$ cat src/hw/rtl/babd_pkg.sv
// ----------------------------------------------------------------------------
// babd_pkg
// Shared types and constants of the best anchor box decoder.
// ----------------------------------------------------------------------------
package babd_pkg;

	localparam int ANCHOR_COUNT_DEF = 896;

	// first grid: 16x16 cells, 2 anchors each; second grid: 8x8 cells, 6 each
	localparam int GRID1_COUNT    = 512;
	localparam int GRID1_CELL_W   = 8;
	localparam int GRID1_SIDE_W   = 4;
	localparam int GRID1_SHIFT    = 6;
	localparam int GRID2_PER_CELL = 6;
	localparam int GRID2_SUB_W    = 3;
	localparam int GRID2_CELL_W   = 6;
	localparam int GRID2_SIDE_W   = 3;
	localparam int GRID2_SHIFT    = 7;

	// anchor centre, 1/2048 image units
	localparam int CTR_W = 11;

	localparam int FRAME_Q_DEPTH = 2;

	localparam int CFG_INDEX_W = 2;
	localparam int CFG_DATA_W  = 16;
	localparam int DIM_W       = 12;
	localparam int SCORE_W     = 16;
	localparam int SCALE_W     = 10;
	localparam int FIELD_W     = 16;

	localparam logic [DIM_W-1:0]           IMAGE_WIDTH_RST     = 12'd640;
	localparam logic [DIM_W-1:0]           IMAGE_HEIGHT_RST    = 12'd480;
	localparam logic signed [SCORE_W-1:0]  SCORE_THRESHOLD_RST = 16'sd281;
	localparam logic [SCALE_W-1:0]         BOX_SCALE_RST       = 10'd371;

	typedef enum logic [CFG_INDEX_W-1:0] {
		REG_IMAGE_WIDTH     = 2'd0,
		REG_IMAGE_HEIGHT    = 2'd1,
		REG_SCORE_THRESHOLD = 2'd2,
		REG_BOX_SCALE       = 2'd3
	} reg_index_t;

	typedef struct packed {
		logic [DIM_W-1:0]          image_width;
		logic [DIM_W-1:0]          image_height;
		logic signed [SCORE_W-1:0] score_threshold;
		logic [SCALE_W-1:0]        box_scale;
	} cfg_t;

	// winning anchor of one frame
	typedef struct packed {
		logic signed [SCORE_W-1:0] score;
		logic [CTR_W-1:0]          anchor_y;
		logic [CTR_W-1:0]          anchor_x;
		logic signed [FIELD_W-1:0] offset_y;
		logic signed [FIELD_W-1:0] offset_x;
		logic signed [FIELD_W-1:0] size_h;
		logic signed [FIELD_W-1:0] size_w;
	} frame_t;

endpackage

$ cat src/hw/rtl/best_anchor_box_decode.sv
// ----------------------------------------------------------------------------
// best_anchor_box_decode
// Picks the best scoring anchor of each frame and decodes its box to a
// square, image clipped pixel box.
// ----------------------------------------------------------------------------
// One anchor is accepted every clock cycle while full is low. The intake
// keeps a running maximum with a single compare per item; on the anchor
// marked last it hands the frame winner to a two-entry queue. The box
// decoder works one winner at a time: a detected box passes the edge,
// multiply, max, scale, square and clip steps, a miss goes from the edge
// step to the output step, and both wait there for the previous result
// to be popped. full rises only while two finished frames wait for the decoder.
// Configuration registers are read while a result is made; write them
// only while the block is idle.
module best_anchor_box_decode #(
	parameter int ANCHOR_COUNT = babd_pkg::ANCHOR_COUNT_DEF
) (
	input  logic                                   clk,
	input  logic                                   arst_n,
	input  logic                                   cfg_we,
	input  logic [babd_pkg::CFG_INDEX_W-1:0]       cfg_index,
	input  logic [babd_pkg::CFG_DATA_W-1:0]        cfg_data,
	input  logic                                   push,
	output logic                                   full,
	input  logic signed [babd_pkg::SCORE_W-1:0]    score,
	input  logic signed [babd_pkg::FIELD_W-1:0]    offset_y,
	input  logic signed [babd_pkg::FIELD_W-1:0]    offset_x,
	input  logic signed [babd_pkg::FIELD_W-1:0]    size_h,
	input  logic signed [babd_pkg::FIELD_W-1:0]    size_w,
	input  logic                                   last_anchor,
	output logic                                   empty,
	input  logic                                   pop,
	output logic [15:0]                            box_left,
	output logic [15:0]                            box_top,
	output logic [15:0]                            box_width,
	output logic [15:0]                            box_height,
	output logic                                   detected
);

	babd_pkg::cfg_t   cfg_q;
	logic             frame_push;
	babd_pkg::frame_t frame_in;
	babd_pkg::frame_t frame_head;
	logic             frame_pop;
	logic             frame_empty;

	always_ff @(posedge clk or negedge arst_n) begin
		if (!arst_n) begin
			cfg_q.image_width     <= babd_pkg::IMAGE_WIDTH_RST;
			cfg_q.image_height    <= babd_pkg::IMAGE_HEIGHT_RST;
			cfg_q.score_threshold <= babd_pkg::SCORE_THRESHOLD_RST;
			cfg_q.box_scale       <= babd_pkg::BOX_SCALE_RST;
		end else if (cfg_we) begin
			case (babd_pkg::reg_index_t'(cfg_index))
				babd_pkg::REG_IMAGE_WIDTH:
					cfg_q.image_width <= cfg_data[babd_pkg::DIM_W-1:0];
				babd_pkg::REG_IMAGE_HEIGHT:
					cfg_q.image_height <= cfg_data[babd_pkg::DIM_W-1:0];
				babd_pkg::REG_SCORE_THRESHOLD:
					cfg_q.score_threshold <= signed'(cfg_data[babd_pkg::SCORE_W-1:0]);
				babd_pkg::REG_BOX_SCALE:
					cfg_q.box_scale <= cfg_data[babd_pkg::SCALE_W-1:0];
				default: begin
				end
			endcase
		end
	end

	babd_front #(
		.ANCHOR_COUNT(ANCHOR_COUNT)
	) u_front (
		.clk        (clk),
		.arst_n     (arst_n),
		.push       (push),
		.full       (full),
		.score      (score),
		.offset_y   (offset_y),
		.offset_x   (offset_x),
		.size_h     (size_h),
		.size_w     (size_w),
		.last_anchor(last_anchor),
		.frame_push (frame_push),
		.frame_data (frame_in)
	);

	babd_frame_q u_frame_q (
		.clk    (clk),
		.arst_n (arst_n),
		.wr_en  (frame_push),
		.wr_data(frame_in),
		.rd_en  (frame_pop),
		.rd_data(frame_head),
		.q_full (full),
		.q_empty(frame_empty)
	);

	babd_back u_back (
		.clk        (clk),
		.arst_n     (arst_n),
		.cfg        (cfg_q),
		.frame_head (frame_head),
		.frame_empty(frame_empty),
		.frame_pop  (frame_pop),
		.empty      (empty),
		.pop        (pop),
		.box_left   (box_left),
		.box_top    (box_top),
		.box_width  (box_width),
		.box_height (box_height),
		.detected   (detected)
	);

endmodule

$ cat src/hw/rtl/babd_front.sv
// ----------------------------------------------------------------------------
// babd_front
// Anchor intake: tracks the anchor position, keeps the running best and
// hands the winner of each frame to the frame queue.
// ----------------------------------------------------------------------------
module babd_front #(
	parameter int ANCHOR_COUNT = babd_pkg::ANCHOR_COUNT_DEF
) (
	input  logic                                 clk,
	input  logic                                 arst_n,
	input  logic                                 push,
	input  logic                                 full,
	input  logic signed [babd_pkg::SCORE_W-1:0]  score,
	input  logic signed [babd_pkg::FIELD_W-1:0]  offset_y,
	input  logic signed [babd_pkg::FIELD_W-1:0]  offset_x,
	input  logic signed [babd_pkg::FIELD_W-1:0]  size_h,
	input  logic signed [babd_pkg::FIELD_W-1:0]  size_w,
	input  logic                                 last_anchor,
	output logic                                 frame_push,
	output babd_pkg::frame_t                     frame_data
);

	localparam int CNT_W = $clog2(ANCHOR_COUNT);

	logic [CNT_W-1:0]                    cnt_q;
	logic [babd_pkg::GRID2_SUB_W-1:0]    sub_q;
	logic [babd_pkg::GRID2_CELL_W-1:0]   cell_q;
	logic                                have_q;
	babd_pkg::frame_t                    best_q;

	logic                                accept;
	logic                                take;
	logic [babd_pkg::GRID1_CELL_W-1:0]   cell1;
	logic [babd_pkg::CTR_W-1:0]          ax;
	logic [babd_pkg::CTR_W-1:0]          ay;
	babd_pkg::frame_t                    cur;

	assign accept = push && !full;
	assign cell1  = cnt_q[babd_pkg::GRID1_CELL_W:1];

	always_comb begin
		if (cnt_q < CNT_W'(babd_pkg::GRID1_COUNT)) begin
			ax = babd_pkg::CTR_W'({cell1[babd_pkg::GRID1_SIDE_W-1:0], 1'b1})
				<< babd_pkg::GRID1_SHIFT;
			ay = babd_pkg::CTR_W'({cell1[babd_pkg::GRID1_CELL_W-1:babd_pkg::GRID1_SIDE_W],
				1'b1}) << babd_pkg::GRID1_SHIFT;
		end else begin
			ax = babd_pkg::CTR_W'({cell_q[babd_pkg::GRID2_SIDE_W-1:0], 1'b1})
				<< babd_pkg::GRID2_SHIFT;
			ay = babd_pkg::CTR_W'({cell_q[babd_pkg::GRID2_CELL_W-1:babd_pkg::GRID2_SIDE_W],
				1'b1}) << babd_pkg::GRID2_SHIFT;
		end
	end

	always_comb begin
		cur.score    = score;
		cur.anchor_y = ay;
		cur.anchor_x = ax;
		cur.offset_y = offset_y;
		cur.offset_x = offset_x;
		cur.size_h   = size_h;
		cur.size_w   = size_w;
	end

	// earliest wins ties: replace only on a strictly higher score
	assign take       = !have_q || (score > best_q.score);
	assign frame_push = accept && last_anchor;
	assign frame_data = take ? cur : best_q;

	always_ff @(posedge clk or negedge arst_n) begin
		if (!arst_n) begin
			cnt_q  <= '0;
			sub_q  <= '0;
			cell_q <= '0;
			have_q <= 1'b0;
		end else if (accept) begin
			if (last_anchor) begin
				cnt_q  <= '0;
				sub_q  <= '0;
				cell_q <= '0;
				have_q <= 1'b0;
			end else begin
				if (take)
					have_q <= 1'b1;
				// saturate on the last anchor position
				if (cnt_q < CNT_W'(ANCHOR_COUNT - 1)) begin
					cnt_q <= cnt_q + 1'b1;
					if (cnt_q >= CNT_W'(babd_pkg::GRID1_COUNT)) begin
						if (sub_q == babd_pkg::GRID2_SUB_W'(babd_pkg::GRID2_PER_CELL - 1)) begin
							sub_q  <= '0;
							cell_q <= cell_q + 1'b1;
						end else begin
							sub_q <= sub_q + 1'b1;
						end
					end
				end
			end
		end
	end

	always_ff @(posedge clk) begin
		if (accept && !last_anchor && take)
			best_q <= cur;
	end

`ifndef ASSERT_OFF
	a_cnt_range: assert property (@(posedge clk) disable iff (!arst_n)
		cnt_q <= CNT_W'(ANCHOR_COUNT - 1))
		else $error("anchor counter past the last anchor");

	a_sub_range: assert property (@(posedge clk) disable iff (!arst_n)
		sub_q < babd_pkg::GRID2_SUB_W'(babd_pkg::GRID2_PER_CELL))
		else $error("second grid sub-index out of range");

	a_frame_restart: assert property (@(posedge clk) disable iff (!arst_n)
		frame_push |=> (cnt_q == '0) && !have_q)
		else $error("frame state not cleared after last anchor");
`endif

endmodule

$ cat src/hw/rtl/babd_frame_q.sv
// ----------------------------------------------------------------------------
// babd_frame_q
// Short queue of frame winners between the intake and the box decoder.
// ----------------------------------------------------------------------------
module babd_frame_q (
	input  logic             clk,
	input  logic             arst_n,
	input  logic             wr_en,
	input  babd_pkg::frame_t wr_data,
	input  logic             rd_en,
	output babd_pkg::frame_t rd_data,
	output logic             q_full,
	output logic             q_empty
);

	localparam int DEPTH = babd_pkg::FRAME_Q_DEPTH;
	localparam int PTR_W = $clog2(DEPTH);
	localparam int CNT_W = $clog2(DEPTH + 1);

	babd_pkg::frame_t mem_q [DEPTH];
	logic [PTR_W-1:0] wr_ptr_q;
	logic [PTR_W-1:0] rd_ptr_q;
	logic [CNT_W-1:0] count_q;

	logic do_wr;
	logic do_rd;

	assign q_full  = (count_q == CNT_W'(DEPTH));
	assign q_empty = (count_q == '0);
	assign do_wr   = wr_en && !q_full;
	assign do_rd   = rd_en && !q_empty;
	assign rd_data = mem_q[rd_ptr_q];

	always_ff @(posedge clk or negedge arst_n) begin
		if (!arst_n) begin
			wr_ptr_q <= '0;
			rd_ptr_q <= '0;
			count_q  <= '0;
		end else begin
			if (do_wr)
				wr_ptr_q <= (wr_ptr_q == PTR_W'(DEPTH - 1)) ? '0 : wr_ptr_q + 1'b1;
			if (do_rd)
				rd_ptr_q <= (rd_ptr_q == PTR_W'(DEPTH - 1)) ? '0 : rd_ptr_q + 1'b1;
			if (do_wr && !do_rd)
				count_q <= count_q + 1'b1;
			else if (do_rd && !do_wr)
				count_q <= count_q - 1'b1;
		end
	end

	always_ff @(posedge clk) begin
		if (do_wr)
			mem_q[wr_ptr_q] <= wr_data;
	end

`ifndef ASSERT_OFF
	a_no_overflow: assert property (@(posedge clk) disable iff (!arst_n)
		!(wr_en && q_full))
		else $error("frame winner dropped on a full queue");

	a_count_range: assert property (@(posedge clk) disable iff (!arst_n)
		count_q <= CNT_W'(DEPTH))
		else $error("frame queue count out of range");
`endif

endmodule

$ cat src/hw/rtl/babd_back.sv
// ----------------------------------------------------------------------------
// babd_back
// Box decoder: turns one frame winner into a pixel box over a few steps
// of a small sequencer and holds the result until it is popped.
// ----------------------------------------------------------------------------
module babd_back (
	input  logic                       clk,
	input  logic                       arst_n,
	input  babd_pkg::cfg_t             cfg,
	input  babd_pkg::frame_t           frame_head,
	input  logic                       frame_empty,
	output logic                       frame_pop,
	output logic                       empty,
	input  logic                       pop,
	output logic [15:0]                box_left,
	output logic [15:0]                box_top,
	output logic [15:0]                box_width,
	output logic [15:0]                box_height,
	output logic                       detected
);

	localparam int EDGE_W = 13;
	localparam int SUM_W  = 19;
	localparam int PIX_W  = 24;
	localparam int PSUM_W = 25;
	localparam int MS_W   = 34;
	localparam int SQ_W   = 36;
	localparam int LIN_W  = 34;
	localparam int RND_W  = 35;
	localparam int Q_W    = 18;
	localparam int LIM_SHIFT = 21;
	localparam int RND_SHIFT = 17;

	typedef enum logic [2:0] {
		ST_IDLE,
		ST_EDGE,
		ST_MUL,
		ST_MAX,
		ST_SCALE,
		ST_SQUARE,
		ST_CLIP,
		ST_OUT
	} state_t;

	function automatic logic [EDGE_W-1:0] clamp_unit(input logic signed [SUM_W-1:0] e);
		logic [EDGE_W-1:0] r;
		if (e < 0)
			r = '0;
		else if (e > SUM_W'(4096))
			r = EDGE_W'(4096);
		else
			r = e[EDGE_W-1:0];
		return r;
	endfunction

	function automatic logic [2*LIN_W-1:0] clip_axis(
		input logic signed [SQ_W-1:0] lo,
		input logic signed [SQ_W-1:0] hi,
		input logic [babd_pkg::DIM_W-1:0] dim
	);
		logic signed [SQ_W-1:0] lim;
		logic signed [SQ_W-1:0] lo_c;
		logic signed [SQ_W-1:0] hi_c;
		lim  = signed'(SQ_W'(dim) << LIM_SHIFT);
		lo_c = (lo < 0) ? '0 : lo;
		hi_c = (hi > lim) ? lim : hi;
		if (hi_c < lo_c)
			hi_c = lo_c;
		return {lo_c[LIN_W-1:0], hi_c[LIN_W-1:0]};
	endfunction

	function automatic logic [Q_W-1:0] round_px(input logic [LIN_W-1:0] v);
		logic [RND_W-1:0] s;
		s = RND_W'(v) + RND_W'(65536);
		return Q_W'(s >> RND_SHIFT);
	endfunction

	state_t                  state_q;
	logic                    out_valid_q;
	babd_pkg::frame_t        frm_q;
	logic                    det_q;
	logic [EDGE_W-1:0]       ex1_q, ex2_q, ey1_q, ey2_q;
	logic [PIX_W-1:0]        px1_q, px2_q, py1_q, py2_q;
	logic [PIX_W-1:0]        m_q;
	logic [PSUM_W-1:0]       sx_q, sy_q;
	logic [MS_W-1:0]         ms_q;
	logic signed [SQ_W-1:0]  lox_q, hix_q, loy_q, hiy_q;
	logic [LIN_W-1:0]        lxc_q, hxc_q, lyc_q, hyc_q;

	logic signed [SUM_W-1:0] cx2, cy2;
	logic [PIX_W-1:0]        bw, bh;
	logic [2*LIN_W-1:0]      clip_x, clip_y;
	logic [Q_W-1:0]          lx_r, hx_r, ly_r, hy_r;
	logic                    out_free;

	assign frame_pop = (state_q == ST_IDLE) && !frame_empty;
	assign empty     = !out_valid_q;
	assign out_free  = !out_valid_q || pop;

	always_comb begin
		cx2 = (SUM_W'(frm_q.offset_x) + signed'(SUM_W'(frm_q.anchor_x))) <<< 1;
		cy2 = (SUM_W'(frm_q.offset_y) + signed'(SUM_W'(frm_q.anchor_y))) <<< 1;
		bw  = (px2_q > px1_q) ? px2_q - px1_q : '0;
		bh  = (py2_q > py1_q) ? py2_q - py1_q : '0;
		clip_x = clip_axis(lox_q, hix_q, cfg.image_width);
		clip_y = clip_axis(loy_q, hiy_q, cfg.image_height);
		lx_r = round_px(lxc_q);
		hx_r = round_px(hxc_q);
		ly_r = round_px(lyc_q);
		hy_r = round_px(hyc_q);
	end

	// sequencer and result register
	always_ff @(posedge clk or negedge arst_n) begin
		if (!arst_n) begin
			state_q     <= ST_IDLE;
			out_valid_q <= 1'b0;
			box_left    <= '0;
			box_top     <= '0;
			box_width   <= '0;
			box_height  <= '0;
			detected    <= 1'b0;
		end else begin
			// a pop in the output state is followed by a reload below
			if (pop && out_valid_q && (state_q != ST_OUT))
				out_valid_q <= 1'b0;
			case (state_q)
				ST_IDLE: begin
					if (!frame_empty)
						state_q <= ST_EDGE;
				end
				ST_EDGE: begin
					state_q <= (frm_q.score >= cfg.score_threshold) ? ST_MUL : ST_OUT;
				end
				ST_MUL:    state_q <= ST_MAX;
				ST_MAX:    state_q <= ST_SCALE;
				ST_SCALE:  state_q <= ST_SQUARE;
				ST_SQUARE: state_q <= ST_CLIP;
				ST_CLIP:   state_q <= ST_OUT;
				ST_OUT: begin
					// hold until the result slot is free
					if (out_free) begin
						out_valid_q <= 1'b1;
						detected    <= det_q;
						if (det_q) begin
							box_left   <= lx_r[15:0];
							box_top    <= ly_r[15:0];
							box_width  <= 16'(hx_r - lx_r);
							box_height <= 16'(hy_r - ly_r);
						end else begin
							box_left   <= '0;
							box_top    <= '0;
							box_width  <= '0;
							box_height <= '0;
						end
						state_q <= ST_IDLE;
					end
				end
				default: state_q <= ST_IDLE;
			endcase
		end
	end

	// datapath
	always_ff @(posedge clk) begin
		case (state_q)
			ST_IDLE: begin
				if (!frame_empty)
					frm_q <= frame_head;
			end
			ST_EDGE: begin
				det_q <= (frm_q.score >= cfg.score_threshold);
				ex1_q <= clamp_unit(cx2 - SUM_W'(frm_q.size_w));
				ex2_q <= clamp_unit(cx2 + SUM_W'(frm_q.size_w));
				ey1_q <= clamp_unit(cy2 - SUM_W'(frm_q.size_h));
				ey2_q <= clamp_unit(cy2 + SUM_W'(frm_q.size_h));
			end
			ST_MUL: begin
				px1_q <= PIX_W'(ex1_q) * PIX_W'(cfg.image_width);
				px2_q <= PIX_W'(ex2_q) * PIX_W'(cfg.image_width);
				py1_q <= PIX_W'(ey1_q) * PIX_W'(cfg.image_height);
				py2_q <= PIX_W'(ey2_q) * PIX_W'(cfg.image_height);
			end
			ST_MAX: begin
				m_q  <= (bw > bh) ? bw : bh;
				sx_q <= PSUM_W'(px1_q) + PSUM_W'(px2_q);
				sy_q <= PSUM_W'(py1_q) + PSUM_W'(py2_q);
			end
			ST_SCALE: begin
				ms_q <= MS_W'(m_q) * MS_W'(cfg.box_scale);
			end
			ST_SQUARE: begin
				lox_q <= signed'({3'b000, sx_q, 8'h00}) - signed'(SQ_W'(ms_q));
				hix_q <= signed'({3'b000, sx_q, 8'h00}) + signed'(SQ_W'(ms_q));
				loy_q <= signed'({3'b000, sy_q, 8'h00}) - signed'(SQ_W'(ms_q));
				hiy_q <= signed'({3'b000, sy_q, 8'h00}) + signed'(SQ_W'(ms_q));
			end
			ST_CLIP: begin
				lxc_q <= clip_x[2*LIN_W-1:LIN_W];
				hxc_q <= clip_x[LIN_W-1:0];
				lyc_q <= clip_y[2*LIN_W-1:LIN_W];
				hyc_q <= clip_y[LIN_W-1:0];
			end
			default: begin
			end
		endcase
	end

`ifndef ASSERT_OFF
	a_miss_is_zero: assert property (@(posedge clk) disable iff (!arst_n)
		out_valid_q && !detected |-> (box_left == '0) && (box_top == '0) &&
			(box_width == '0) && (box_height == '0))
		else $error("undetected result carries a box");

	a_hold_on_stall: assert property (@(posedge clk) disable iff (!arst_n)
		(state_q == ST_OUT) && out_valid_q && !pop |=> (state_q == ST_OUT))
		else $error("result slot overwritten before it was popped");

	a_pop_only_idle: assert property (@(posedge clk) disable iff (!arst_n)
		frame_pop |=> (state_q == ST_EDGE))
		else $error("frame taken without starting the decode");
`endif

endmodule

$ cat config.mk
export PLATFORM = sky130hd
export DESIGN_NAME = best_anchor_box_decode
export DESIGN_NICKNAME = d
export VERILOG_FILES = /design/src/hw/rtl/babd_pkg.sv /design/src/hw/rtl/best_anchor_box_decode.sv /design/src/hw/rtl/babd_front.sv /design/src/hw/rtl/babd_frame_q.sv /design/src/hw/rtl/babd_back.sv
export SDC_FILE = /design/constraint.sdc
export NUM_CORES = 2
export LEC_CHECK = 0
export BUFFER_PORTS_ARGS = -buffer_cell sky130_fd_sc_hd__buf_2
export CAP_MARGIN = 20
export CORE_MARGIN = 2
export CORE_UTILIZATION = 55
export DETAILED_ROUTE_END_ITERATION = 10
export PLACE_DENSITY = 0.71
export SLEW_MARGIN = 10
export SYNTH_ARGS = -nofsm -noshare
export SYNTH_HDL_FRONTEND = slang
export SYNTH_SLANG_ARGS = --single-unit
$ cat constraint.sdc
create_clock -name clk -period 13.4 [get_ports clk]
set_input_delay 0.67 -clock clk [delete_from_list [all_inputs] [get_ports clk]]
set_output_delay 0.67 -clock clk [all_outputs]
set_load 0.005 [all_outputs]
Word level (Yosys, flattened, before mapping)
Memory sizes are Yosys's and may differ from the RTL's. A register that Yosys moved wholly into a read port is not among the register bits.
Index checks and enable logic that the tools add are counted.

storage, ports and cells
  input bits = 104
  memories kept = 1
  word-level logic and storage cells = 209
  output and inout bits = 67
  flip-flop bits (word level) = 778
  RAM bits = 204

memories
  name             words  width  read ports  clocked after Yosys merged registers in  wr ports  line                source
  u_frame_q.mem_q  2      102    1           1                                        1         babd_frame_q.sv:20  babd_pkg::frame_t mem_q [DEPTH];

cells by class
  muxes and demuxes = 45
  equality and inequality tests = 15
  multiply operators = 5
  $lt $le $gt $ge = 22
  add/subtract/negate cells = 27
  reduce and logical (&&, ||, !) cells = 43
  bitwise logic cells = 1

operators by type and width
  operator                                                                number
  36-bit 2-to-1 mux                                                       4
  33-bit by 17-bit adder with 33-bit output, second input constant        4
  102-bit 2-to-1 mux                                                      1
  13-bit by 12-bit multiplier with 24-bit output                          4
  19-bit by 14-bit > comparator with 1-bit output, second input constant  4
  19-bit by 1-bit < comparator with 1-bit output, second input constant   4
  24-bit > comparator                                                     3
  36-bit by 34-bit > comparator with 1-bit output                         2
  36-bit by 1-bit < comparator with 1-bit output, second input constant   2
  36-bit < comparator                                                     2
  24-bit 2-to-1 mux                                                       3
  33-bit by 34-bit adder with 35-bit output                               2
  33-bit by 34-bit subtractor with 35-bit output                          2
  33-bit 2-to-1 mux                                                       2
  16-bit 2-to-1 mux                                                       4
  13-bit 2-to-1 mux                                                       4
  24-bit by 24-bit adder with 25-bit output                               2
  24-bit subtractor                                                       2
  18-bit by 16-bit adder with 19-bit output                               2
  18-bit by 16-bit subtractor with 19-bit output                          2
  16-bit by 12-bit adder with 17-bit output                               2
  24-bit by 10-bit multiplier with 34-bit output                          1
  16-bit subtractor                                                       2
  6-bit 2-to-1 mux                                                        4
  other kinds (35)                                                        94

Logic depth before layout (Yosys ltp)
  word-level depth = 9
  gate-level depth with buffers = 26
  depth with buffers taken out = 24

Modules after synthesis
From an unflattened synthesis, not the netlist that was laid out.

second synthesis, totals
  cells, all modules = 8157
  area, all modules = 84118.2 um^2

by module, submodules not included
  module                  seq. area each (um^2)  instances  area an instance (um^2)  cells an instance
  babd_back               18242.5                1          68786.0                  7321
  babd_frame_q            6226.0                 1          7572.3                   336
  babd_front              3173.0                 1          5833.1                   393
  best_anchor_box_decode  1271.2                 1          1926.8                   107

Least setup slack after synthesis
No wires, ideal clock.

  kind = input-to-reg
  start point = input score[1] in the netlist's numbering
  end point = register u_front.best_q[0] in the netlist's numbering (enable)
  library setup time = 0.666 ns
  data required time = 12.734 ns
  path buffers = 2
  stages = 12
  arrival = 9.161 ns
  slack = 3.573 ns
  cells stage by stage = ha_1 -> nor2b_1 -> o21a_1 -> o21a_1 -> o21ai_0 -> nand2b_1 -> a21oi_1 -> or2_2 -> a31oi_1 -> clkbuf_1 -> buf_2 -> nor3b_1

on the way
  cells in the longest elaborated chain, start to end = 3

ends and longest elaborated chain
  element               line                          source
  start, declared       best_anchor_box_decode.sv:25  input logic signed [babd_pkg::SCORE_W-1:0] score,
  16-bit > comparator   babd_front.sv:66              assign take = !have_q || (score > best_q.score);
  1-bit logical OR      babd_front.sv:66
  1-bit logical AND     babd_front.sv:102             if (accept && !last_anchor && take)
  end signal, assigned  babd_front.sv:103             best_q <= cur;
  end, declared         babd_front.sv:29              babd_pkg::frame_t best_q;

No other way between the ends.
A chain may end at the register's enable or synchronous reset.

Final worst setup path
  start point = register cfg_q[3] in the netlist's numbering
  end point = register u_back.ms_q[33], data pin

on the way
  cells in the longest elaborated chain, start to end = 1

ends and longest elaborated chain
  element                                         line                          source
  start, declared                                 best_anchor_box_decode.sv:40  babd_pkg::cfg_t cfg_q;
  24-bit by 10-bit multiplier with 34-bit output  babd_back.sv:190              ms_q <= MS_W'(m_q) * MS_W'(cfg.box_scale);
  end signal, assigned                            babd_back.sv:190
  end, declared                                   babd_back.sv:86               logic [MS_W-1:0] ms_q;

No other way between the ends.

==> flow_summary.html <==
<table>
<tr><th>Metric</th><th>Value</th></tr>
<tr><th colspan="2">Timing</th></tr>
<tr><td>Max Clock Skew</td><td>between 0.06 and 0.07 ns</td></tr>
<tr><td>Min Clock Period, post-route</td><td>6.699 ns</td></tr>
<tr><td>Worst slew margin relative to its limit</td><td>0.2401</td></tr>
<tr><td>Pin slew with the least headroom to its limit</td><td>roughly 1.1 ns</td></tr>
<tr><td>Final Hold Viols</td><td>0</td></tr>
<tr><td>Setup violation total in the final timing report</td><td>0</td></tr>
<tr><td>Least setup slack across all paths after layout</td><td>about 6.7 ns</td></tr>
<tr><td>Fmax achieved</td><td>0.1493 GHz</td></tr>
<tr><td>Unrepaired setup endpoints after global routing</td><td>false</td></tr>
<tr><td>Share of the cycle needed by the critical path after routing</td><td>0.4999</td></tr>
<tr><td>Final sum of negative setup slack</td><td>0 ns</td></tr>
<tr><td>Fin. max-slew vios</td><td>0</td></tr>
<tr><th colspan="2">Floorplan</th></tr>
<tr><td>Ports</td><td>171</td></tr>
<tr><td>Core outline area</td><td>about 150000 µm²</td></tr>
<tr><td>DIE AREA</td><td>between 100000 and 150000 µm²</td></tr>
<tr><td>Floorplan die width</td><td>386.8 µm</td></tr>
<tr><td>Vertical die dimension</td><td>386.8 µm</td></tr>
<tr><td>Row Count</td><td>140</td></tr>
<tr><td>Starting density of the core</td><td>0.5537</td></tr>
<tr><th colspan="2">Global routing</th></tr>
<tr><td>All-layer global routing usage</td><td>0.2650</td></tr>
<tr><td>Number of global-route vias before repair</td><td>around 57k</td></tr>
<tr><td>Wire length of the first global-routing pass</td><td>313.4 mm</td></tr>
<tr><td>Total congestion overflow</td><td>0</td></tr>
<tr><td>Maximum number of pins on one net before global-route repair</td><td>96</td></tr>
<tr><td>Number of antenna violations at the first check in global routing</td><td>13</td></tr>
<tr><th colspan="2">Worst setup path</th></tr>
<tr><td>Reg-to-reg slack, setup</td><td>around 6.7 ns</td></tr>
<tr><td>Max stage delay on crit path</td><td>between 0.9 and 1 ns</td></tr>
<tr><td>Number of cells on the worst reg-to-reg path</td><td>20</td></tr>
<tr><td>Number of stages on the worst setup path</td><td>20</td></tr>
<tr><td>Launch instance of the worst register-to-register path</td><td>cfg_q[3]</td></tr>
<tr><td>Worst path cell trace</td><td>nand2_1 &gt; fa_1 &gt; inv_1 &gt; fa_1 &gt; fa_1 &gt; fa_1 &gt; inv_1 &gt; fa_1 &gt; inv_1 &gt; ha_1 &gt; and2_1 &gt; a221o_1 &gt; a221oi_1 &gt; o31ai_1 &gt; a221oi_2 &gt; a211o_1 &gt; nand3b_1 &gt; a31o_2 &gt; a21oi_1 &gt; xnor2_1</td></tr>
<tr><td>Number of buffers and inverters on the critical path</td><td>3</td></tr>
<tr><td>Kind of cell adding the most delay to the critical path</td><td>adder cells</td></tr>
<tr><td>Startpoint type of the worst setup path</td><td>register</td></tr>
<tr><td>Critical path type</td><td>register to register</td></tr>
<tr><td>Worst setup startpoint</td><td>cfg_q[3]</td></tr>
<tr><td>Endpoint kind of the worst setup timing path</td><td>register</td></tr>
<tr><td>Endpoint of the worst register-to-register path</td><td>u_back.ms_q[33]</td></tr>
<tr><td>Capturing element of the worst setup path</td><td>u_back.ms_q[33]</td></tr>
<tr><td>Worst endpoint data arrival time</td><td>roughly 7.2 ns</td></tr>
<tr><td>Library cell appearing most often on the critical path</td><td>sky130_fd_sc_hd__fa_1</td></tr>
<tr><td>Worst EP required</td><td>between 10 and 15 ns</td></tr>
<tr><td>Cell with the largest stage delay on the worst path</td><td>sky130_fd_sc_hd__dfrtp_1</td></tr>
<tr><td>Critical-path maximum fanout</td><td>25</td></tr>
<tr><th colspan="2">Place</th></tr>
<tr><td>Total half-perimeter wirelength after legalization and detailed placement</td><td>between 150 and 200 mm</td></tr>
<tr><td>Placed insts</td><td>just under 10k</td></tr>
<tr><td>Count of buffers from port buffering</td><td>170</td></tr>
<tr><td>RD Place Congestion</td><td>~0.95</td></tr>
<tr><td>Post-place setup slack</td><td>~6.7 ns</td></tr>
<tr><td>Post-place instance area</td><td>about 83000 µm²</td></tr>
<tr><th colspan="2">Logic synthesis</th></tr>
<tr><td>Most area-hungry cell type in the Yosys netlist</td><td>sky130_fd_sc_hd__edfxtp_1</td></tr>
<tr><td>Post-Syn Instances</td><td>approximately 8k</td></tr>
<tr><td>Netlist area before placement</td><td>just over 80000 µm²</td></tr>
<tr><td>Yosys synthesis warning count</td><td>0</td></tr>
<tr><td>Post-Synthesis Mean Instance Area</td><td>around 10 µm²</td></tr>
<tr><td>Most used DFF post-synth</td><td>sky130_fd_sc_hd__edfxtp_1</td></tr>
<tr><td>FFs w/ async S/R, synth</td><td>0.1510</td></tr>
<tr><td>Sequential area share after synthesis</td><td>0.3442</td></tr>
<tr><td>Most area-consuming cells after synthesis</td><td>sky130_fd_sc_hd__edfxtp_1 30%, sky130_fd_sc_hd__fa_1 15%, sky130_fd_sc_hd__ha_1 12%</td></tr>
<tr><td>FF+latch count, synth</td><td>about 950</td></tr>
<tr><td>Number of enable flip-flop cells after synthesis</td><td>804</td></tr>
<tr><td>Yosys top cell area share</td><td>0.2995</td></tr>
<tr><td>Count of unique library cells instantiated by Yosys</td><td>83</td></tr>
<tr><th colspan="2">Job</th></tr>
<tr><td>Max-cap violations</td><td>0</td></tr>
<tr><th colspan="2">Finish</th></tr>
<tr><td>Number of standard cells in the final layout excluding fillers</td><td>~9.9k</td></tr>
<tr><td>Fillers</td><td>12.11k</td></tr>
<tr><td>Final std cell area, no fill</td><td>about 87000 µm²</td></tr>
<tr><td>Share of post-route cells with drive strength above 1</td><td>0.08741</td></tr>
<tr><td>Area grow syn2layout</td><td>7.530%</td></tr>
<tr><td>Layout net count</td><td>about 9.4k</td></tr>
<tr><th colspan="2">Routing</th></tr>
<tr><td>Number of vias in the routed layout</td><td>between 50k and 60k</td></tr>
<tr><td>Total wire length after detailed routing</td><td>~200 mm</td></tr>
<tr><td>Residual DRC count</td><td>0</td></tr>
<tr><td>Number of iterations in the first detailed-routing pass</td><td>6</td></tr>
<tr><td>Residual antenna-violating net count after detailed routing</td><td>0</td></tr>
<tr><td>DRC violation total after the first TritonRoute iteration</td><td>between 4k and 5k</td></tr>
<tr><td>Routed wire per std cell</td><td>~20 µm</td></tr>
<tr><td>DR vias/cell</td><td>around 5.6</td></tr>
<tr><th colspan="2">Clocking</th></tr>
<tr><td>Number of clock buffers inserted by TritonCTS</td><td>about 100</td></tr>
<tr><td>Clock root buffer master</td><td>sky130_fd_sc_hd__clkbuf_16</td></tr>
<tr><td># clock sinks</td><td>947</td></tr>
<tr><td>Worst-Skew Late Latency</td><td>approximately 0.76 ns</td></tr>
<tr><td>Clock H-tree levels</td><td>3</td></tr>
<tr><td>Clock Pin Slew Worst Setup and Hold Paths</td><td>roughly 0.070 ns</td></tr>
<tr><td>Clock tree from TritonCTS</td><td>done</td></tr>
<tr><td>Maximum root-to-sink buffer count</td><td>3</td></tr>
<tr><td>Post-CTS setup buffer count</td><td>0</td></tr>
<tr><td>Post-CTS resize count</td><td>0</td></tr>
<tr><td>Post-CTS Hold Fix Bufs</td><td>0</td></tr>
<tr><th colspan="2">Worst hold path</th></tr>
<tr><td>Worst min-delay path class</td><td>input port to asynchronous set/reset pin</td></tr>
<tr><th colspan="2">Outcome</th></tr>
<tr><td>Status</td><td>finished clean</td></tr>
</table>
worst min path at each step:
stage | endpoint | cells past startpoint
finish | u_front.have_q | 1
global route | u_front.have_q | 1
CTS | u_front.have_q | 1
detailed placement | u_back.box_top[1] | 2
global placement | u_back.box_width[5] | 2
floorplan | cfg_q[11] | 0
cells in the final DEF, fill, tap and decap left out, types with 55 or more instances in the layout:
master	instances
sky130_fd_sc_hd__a21o_1	128
sky130_fd_sc_hd__a21oi_1	316
sky130_fd_sc_hd__and2_1	381
sky130_fd_sc_hd__and3_1	55
sky130_fd_sc_hd__buf_2	169
sky130_fd_sc_hd__clkbuf_16	106
sky130_fd_sc_hd__dfrtp_1	126
sky130_fd_sc_hd__edfxtp_1	804
sky130_fd_sc_hd__fa_1	624
sky130_fd_sc_hd__ha_1	774
sky130_fd_sc_hd__inv_1	1120
sky130_fd_sc_hd__mux2_2	266
sky130_fd_sc_hd__nand2_1	826
sky130_fd_sc_hd__nand2b_1	122
sky130_fd_sc_hd__nand3_1	115
sky130_fd_sc_hd__nor2_1	360
sky130_fd_sc_hd__nor2b_1	104
sky130_fd_sc_hd__nor3_1	108
sky130_fd_sc_hd__o21ai_0	263
sky130_fd_sc_hd__o21bai_1	64
sky130_fd_sc_hd__xnor2_1	306
sky130_fd_sc_hd__xor2_1	144
cell usage after synthesis, drive strengths merged (16+ instances only):
master  number
edfxtp     804
a211oi      28
and2       384
dfrtp      127
nand2      826
or3         34
a31oi       37
mux2       266
buf         39
nor2       360
o31ai       21
o211ai      26
clkbuf     286
nand3      116
fa         624
and3        55
nand2b     122
dfstp       16
xnor2      306
a221oi      16
o21ai      268
nor3       110
inv       1121
nand4       52
o21a        45
nor4        27
nor2b      107
a21o       128
o21bai      64
ha         774
a21oi      318
xor2       144
metal layers:
layer	routed length (µm)	global-route usage
met1	82350	0.3370
met2	95270	0.4462
met3	10630	0.03924
met4	10180	0.1248
met5	21	0
per-stage QoR:
stage,util,hold slack (ns)
3_3_place_gp,0.5698,0.4561
6_report,0.5954,0.03479
5_1_grt,0.5952,0.05104
2_1_floorplan,-,0.3744
3_5_place_dp,0.5700,0.4655
4_1_cts,0.5940,0.02068
registers in the layout, indices dropped and copies added, names as in the netlist, 34 cells and up:
| register | count |
|---|---|
| cfg_q | 50 |
| u_back.frm_q | 89 |
| u_back.hix_q | 34 |
| u_back.loy_q | 35 |
| u_back.ms_q | 34 |
| u_frame_q.mem_q | 178 |
| u_front.best_q | 89 |
area by class of cell:
type,instances,area (µm²),area share
Tap cell,1917,2399,0.02767
Timing Repair Buffer,212,1315,0.01517
Clock inverter,60,709.4,0.008185
Multi-Input combinational cell,5509,47480,0.5478
Sequential cell,947,27750,0.3201
Antenna cell,13,32.53,0.0003753
Clock buffer,136,2783,0.03210
Inverter,1121,4209,0.04856
cells by family (layout without fill, tap and decap cells):
logic type | after synthesis | count (layout) | synth area share
other | 1 | 15 | 0.00004652
AND/OR/NAND/NOR | 2284 | 2284 | 0.1390
flip-flops | 947 | 947 | 0.3442
multiplexers | 272 | 272 | 0.03791
buffers and inverters | 1446 | 1529 | 0.06765
AO/OA/AOI/OAI | 1103 | 1103 | 0.08717
XOR/XNOR | 450 | 450 | 0.04890
adder cells (fa/ha/maj) | 1398 | 1398 | 0.2751
Power is left out: the tool's default activity adds up to more than one toggle a clock period on the data nets, which glitch-free logic cannot reach.
